### src/rtl/reed_solomon_parity_generator_assert.svh
// Assertion macros for the Reed-Solomon parity generator.
// No dependencies; included by the top level.
`ifndef REED_SOLOMON_PARITY_GENERATOR_ASSERT_SVH
`define REED_SOLOMON_PARITY_GENERATOR_ASSERT_SVH

// Check a property on every clock edge outside reset.
`define RSP_ASSERT(name, clk, rst_n, prop, msg) \
    name: assert property (@(posedge clk) disable iff (!rst_n) (prop)) else $error(msg);

// Check that a condition on one edge implies another on the next edge.
`define RSP_ASSERT_NEXT(name, clk, rst_n, pre, post, msg) \
    name: assert property (@(posedge clk) disable iff (!rst_n) (pre) |=> (post)) \
        else $error(msg);

`endif

### src/rtl/rsp_pkg.sv
// Shared types, constants and GF(2^8) arithmetic for the parity generator.
// No dependencies.
package rsp_pkg;

    localparam int CFG_W = 5;
    localparam int PARITY_RESET = 24;
    localparam logic [7:0] GF_POLY_LOW = 8'h1D;

    typedef logic [7:0] t_byte;

    typedef struct packed {
        logic busy;
        logic clear;
    } t_gen_status;

    function automatic t_byte gf_xtime(t_byte x);
        return {x[6:0], 1'b0} ^ (x[7] ? GF_POLY_LOW : 8'h00);
    endfunction

    function automatic t_byte gf_mul(t_byte a, t_byte b);
        t_byte acc;
        t_byte x;
        acc = '0;
        x = a;
        for (int i = 0; i < 8; i++) begin
            if (b[i]) begin
                acc = acc ^ x;
            end
            x = gf_xtime(x);
        end
        return acc;
    endfunction

endpackage

### src/rtl/rsp_gen.sv
// Generator polynomial builder: one root multiplied in per cycle.
// Depends on rsp_pkg.
module rsp_gen #(
    parameter int MAX_PARITY = 30,
    parameter int DW         = 5
) (
    input  logic                                i_clk,
    input  logic                                i_rst_n,
    input  logic                                i_start,
    input  logic [DW-1:0]                       i_degree,
    output rsp_pkg::t_byte [MAX_PARITY-1:0]     o_coeffs,
    output rsp_pkg::t_gen_status                o_status
);
    import rsp_pkg::*;

    logic                      r_pending;
    logic [DW-1:0]             r_steps;
    logic [DW-1:0]             n_steps;
    t_byte [MAX_PARITY-1:0]    r_coeffs;
    t_byte [MAX_PARITY-1:0]    n_coeffs;
    t_byte                     r_root;
    t_byte                     n_root;

    always_comb begin
        n_coeffs = r_coeffs;
        n_root   = r_root;
        n_steps  = r_steps;
        if (r_pending) begin
            for (int j = 0; j < MAX_PARITY; j++) begin
                n_coeffs[j] = (DW'(j + 1) == i_degree) ? 8'h01 : 8'h00;
            end
            n_root  = 8'h01;
            n_steps = i_degree;
        end else if (r_steps != '0) begin
            for (int j = 0; j < MAX_PARITY - 1; j++) begin
                n_coeffs[j] = gf_mul(r_coeffs[j], r_root) ^ r_coeffs[j+1];
            end
            n_coeffs[MAX_PARITY-1] = gf_mul(r_coeffs[MAX_PARITY-1], r_root);
            n_root  = gf_xtime(r_root);
            n_steps = r_steps - 1'b1;
        end
    end

    always_ff @(posedge i_clk) begin
        if (!i_rst_n) begin
            r_pending <= 1'b1;
            r_steps   <= '0;
        end else begin
            r_pending <= i_start;
            r_steps   <= n_steps;
        end
    end

    always_ff @(posedge i_clk) begin
        r_coeffs <= n_coeffs;
        r_root   <= n_root;
    end

    assign o_coeffs       = r_coeffs;
    assign o_status.busy  = r_pending || (r_steps != '0);
    assign o_status.clear = r_pending;

endmodule
### config.mk
export PLATFORM = sky130hd
export DESIGN_NAME = rsp_gen
export DESIGN_NICKNAME = d
export VERILOG_FILES = /design/src/rtl/reed_solomon_parity_generator_assert.svh /design/src/rtl/rsp_pkg.sv /design/src/rtl/rsp_gen.sv
export SDC_FILE = /design/constraint.sdc
export NUM_CORES = 2
export LEC_CHECK = 0
export BUFFER_PORTS_ARGS = -buffer_cell sky130_fd_sc_hd__clkbuf_2
export CAP_MARGIN = 30
export CORE_MARGIN = 2
export CORE_UTILIZATION = 60
export DETAILED_ROUTE_END_ITERATION = 8
export GPL_ROUTABILITY_DRIVEN = 0
export HOLD_SLACK_MARGIN = 0.12
export MAX_ROUTING_LAYER = met4
export PLACE_DENSITY = 0.79
export REMOVE_ABC_BUFFERS = 1
export SETUP_SLACK_MARGIN = 0.02
export SLEW_MARGIN = 30
export SYNTH_ARGS = -nofsm -noshare
export SYNTH_HDL_FRONTEND = slang
export SYNTH_SLANG_ARGS = --single-unit
### constraint.sdc
create_clock -name i_clk -period 23.3 [get_ports i_clk]
set_clock_uncertainty 0.2 [all_clocks]
set_input_delay 1.165 -clock i_clk [delete_from_list [all_inputs] [get_ports i_clk]]
set_output_delay 1.165 -clock i_clk [all_outputs]
set_load 0.01 [all_outputs]
[Word-level counts from Yosys, hierarchy flattened]
Index checks and enable logic that the tools add are counted.
Storage, ports and cells
  register bits: 254
  bits of input ports: 8
  logic and storage cells: 1480
Cells by class
  add/sub/neg operators: 1
  equal/unequal tests: 30
  multiplexer cells: 963
  bitwise operators: 450
  reduce and logical (&&, ||, !) cells: 3
Operators with widths (count)
  $mux W8: 718
  $xor A8 B8 Y8: 239
  $xor A8 B5 Y8: 211
  $mux W5: 213
  $mux W240: 2
  $eq A5 B5 Y1 const A: 15
  $eq A4 B5 Y1 const A: 8
  $mux W1: 30
  $eq A3 B5 Y1 const A: 4
  $eq A2 B5 Y1 const A: 2
  $eq A1 B5 Y1 const A: 1
  $reduce_bool A5 Y1: 1
  $sub A5 B1 Y5 const B: 1
  $reduce_bool A2 Y1: 1
  $logic_or A1 B1 Y1: 1

[Longest topological paths before layout]
  word-level depth: 34
  depth in mapped cells: 11
  depth with buffers taken out: 7

[Least setup slack after synthesis]
OpenSTA, ideal clock, no wires.
  kind: register to output
  from: register r_pending
  to: output port o_status[1] (netlist name)
  arrival: 6.911 ns
  required time: 21.935 ns
  path slack: 15.024 ns
  cell stages (with the launch flop): 5
  cell sequence: dfxtp_1 > clkbuf_1 > clkbuf_1 > clkbuf_1 > nand2b_1
RTL lines
  start, declared: line rsp_gen.sv:16  | logic r_pending;
  start signal, assigned: line rsp_gen.sv:49  | r_pending <= i_start;
  end, declared: line rsp_gen.sv:12  | output rsp_pkg::t_gen_status o_status

[Worst setup path in the final report]
  from: register r_root[1]
  to: register r_coeffs (netlist bit o_coeffs[90]) (data pin)
On the way
  cells in the longest elaborated chain, start to end: 30
RTL lines
  start, declared: line rsp_gen.sv:21  | t_byte r_root;
  start signal, assigned: line rsp_gen.sv:56  | r_root <= n_root;
  $mux W8 (*): line rsp_pkg.sv:26  | if (b[i]) begin
  $mux W8 (*): line rsp_gen.sv:34  | end else if (r_steps != '0) begin
  $mux W8 (*): line rsp_gen.sv:28  | if (r_pending) begin
  $xor A8 B8 Y8: line rsp_pkg.sv:27  | acc = acc ^ x;
  $mux W8 (*): line rsp_pkg.sv:26
  $mux W8 (*): line rsp_gen.sv:34
  $mux W8 (*): line rsp_gen.sv:28
  $xor A8 B8 Y8: line rsp_pkg.sv:27
  [... 14 more ...]
  $mux W8 (*): line rsp_gen.sv:28
  $xor A8 B8 Y8: line rsp_pkg.sv:27
  $mux W8 (*): line rsp_pkg.sv:26
  $mux W8 (*): line rsp_gen.sv:34
  $mux W8 (*): line rsp_gen.sv:28
  $xor A8 B8 Y8 (*): line rsp_gen.sv:36  | n_coeffs[j] = gf_mul(r_coeffs[j], r_root) ^ r_coeffs[j+1];
  $mux W240 (*): line rsp_gen.sv:34
  $mux W240 (*): line rsp_gen.sv:28
  end signal, assigned: line rsp_gen.sv:55  | r_coeffs <= n_coeffs;
  end, declared: line rsp_gen.sv:19  | t_byte [MAX_PARITY-1:0] r_coeffs;
Mark *: on every way between the ends. The rest lies on a longest branch, timed or not. The select of a mux whose other input is x is not followed.
A chain may end at the register's enable or synchronous reset.

==> flow_summary.ini <==
[routing]
wl_per_cell_microns = 20.3
ant_nets = 0
wirelength_microns = 137000
drt_iter0_drc = 4143
drcViolationCount = 0
route.vias.total = 39300
drt_pre_antenna_iters = 5
viasPerCell = 5.85

[floorplan]
pin_count = 250
die_h_microns = 278
die_w_microns = 278
core_area_sq_mm = 0.0746
floorplan.initialDensity = 0.606
die_area_sq_mm = 0.0776
num_rows = 100

[hold_path]
hp-start = r_steps[4]
holdPathEnd = r_steps[4]
whs_path_depth = 2
hp-class = register to register

[clock_tree]
ctsHtreeMaxLevel = 2
clk_path_buf_depth = 3
cts.repair.resized = 0
cts-hold-fix-buffers = 0
clock-sinks = 254
clockRootBuffer = clkbuf_16
cts_buffers = 37
clk_latency_ns = 0.59
cts_tree = done
cts.reportedPaths.clkPinSlew_ns = 0.06
post_cts_buffers = 0

[grt]
antenna_found_initial = 1
grt_pass1_wl_microns = 215000
grt_max_degree = 204
overflow = 0
grt_pass1_vias = 38300
gr-usage-all-layers = 0.354

[status]
status = complete, no violations

[critical_path]
critical_path_peak_fanout = 62
worstSetupStartpointType = register
worstSetupPathType = register to register
reg2reg_to = o_coeffs[90]
reg2reg_from = r_root[1]
crit_arrival_ns = 4.61
r2r_slack_ns = 18.80
endpoint_kind = register
worstRegToRegCells = 9
cp.required_ns = 23.41
crit_start = r_root[1]

[power_and_ir_drop]
max-vdd-ir-drop_uv = 48.3
powerDensity_mw_per_mm2 = 71.7
p_leak_nw = 15.7

[placement]
placed_cells = 6659
hpwl_microns = 84100
port_buffers = 249

[flow_run]
max_cap_viol_count = 0

[timing]
rsz0062_at_grt = no
finalSetupViolCount = 0
period_needed_ns = 4.50
timing.slew.headroom = 0.226
report.final.slew_viol_count = 0
fmax_mhz = 222
hold_viol_final = 0
min_period_over_period = 0.193
setup_tns_ns = 0
worst_slew_pin_slew_ns = 1.16

[yosys]
synth_compound_area_frac = 0.0591
synthTopCellsByCount = 1,811 x xnor2_1, 1,523 x nand2_1, 748 x xor2_1, 323 x nor2_1, 288 x buf_2
synthArstFlopShare = 0
synthTopCellsByArea = xnor2_1 35%, edfxtp_1 16%, xor2_1 14%, nand2_1 13%, buf_2 3.2%
yosysMostFrequentCell = xnor2_1
synth_xor_area_frac = 0.518
yosys.area_share.adder = 0.000554
yosysWarnings = 0
syn_area_sq_mm = 0.0452
ys_ff_latch = 254
yosys.area.top_type = xnor2_1
synth-edff-count = 240
synth_top_area_share = 0.351
synth-seq-area-share = 0.166
synthSimpleGateAreaFrac = 0.172
synth_top_family_by_area = XOR/XNOR gates
synth.distinct_cells = 52
muxShareOfSynthArea = 0.0250
synth.avg_cell_area_sq_um = 7.61
synthCells = 5942
yosys_most_used_dff = edfxtp_1

[cells_and_area]
syn2layout_area_growth_pct = 3.31
n_fill_cell = 6336
final_cell_count_no_fill = 6728
layout-drive-gt1-share = 0.0719
fin_util = 0.626
nets = 5741
## state kept, by name, indices dropped and copies added, names as in the netlist
register	flops
r_root	8
r_steps	5
r_pending	1
o_coeffs	240
## critical path, stage by stage, from the launching register on
cell and delay (ns):
dfxtp_4 0.68, buf_4 0.71, buf_4 0.69, nor2b_4 0.66, buf_4 0.46, a22oi_1 0.16
xor2_1 0.22, xnor2_1 0.20, xnor2_1 0.14, nor2_1 0.05
## logic make-up (layout without fill, tap and decap cells)
| family | after synthesis | after routing |
|---|---|---|
| buffers and inverters | 565 | 380 |
| muxes | 110 | 110 |
| xor gates and xnor gates | 2607 | 2607 |
| adders and majority gates | 2 | 2 |
| AOI/OAI and AO/OA | 424 | 424 |
| other | 0 | 2 |
| and+or+nand+nor | 1980 | 1980 |
| DFF | 254 | 254 |
## worst max path at each step
stage,to,cells after the start
2_1_floorplan,o_status[1],1
3_3_place_gp,o_coeffs[90],9
3_5_place_dp,o_coeffs[90],9
4_1_cts,o_coeffs[90],9
5_1_grt,o_coeffs[90],9
6_report,o_coeffs[90],9
## where the power goes
part	total, mW	internal [mW]	switching, mW
Combinational	1.87	0.886	0.981
Clock	0.566	0.320	0.246
Sequential	0.917	0.584	0.333
Total	3.35	1.79	1.56
## per-stage QoR
step	instance area, sq um	worst slack (ns)	power (mW)	hold WS (ns)
final	46700	18.80	3.35	0.403
after floorplan	42600	11.52	2.33	0.320
after global placement	45500	19.01	2.71	0.370
after CTS	46700	18.94	3.33	0.392
after detailed placement	45500	18.96	2.75	0.379
after global routing	46700	18.70	3.55	0.455
## layer usage
metal	global-route usage	routed length, microns	vias to the layer above
met5	-	0	-
met1	0.435	53100	18800
met3	0.0666	14500	423
li1	-	-	18000
met4	0.172	6880	0
met2	0.558	62200	2054
## layout make-up
type	instances	area (sq um)	share of cell area
multi-input combinational	5123	35100	0.751
sequential	254	7520	0.161
timing repair buffer	292	1650	0.0354
tap	969	1210	0.0260
clock buffer	49	1020	0.0219
clock inverter	16	118	0.00252
inverter	23	86.3	0.00185
antenna	2	5.00	0.000107
## cells in the final DEF, fill, tap and decap left out, types with 22 or more instances in the layout
master | netlist | final
buf_4 | 46 | 37
o22ai_1 | 29 | 29
clkbuf_2 | 3 | 249
a22oi_1 | 150 | 150
mux2i_1 | 88 | 88
mux2_2 | 22 | 22
o21ai_0 | 109 | 109
clkbuf_16 | 0 | 39
nand2_1 | 1523 | 1523
nand2b_1 | 61 | 60
xor2_1 | 748 | 748
nor2_1 | 323 | 321
xnor2_1 | 1811 | 1811
edfxtp_1 | 240 | 240
a21oi_1 | 89 | 89
Note: power is estimated with default switching activity, not from simulation.
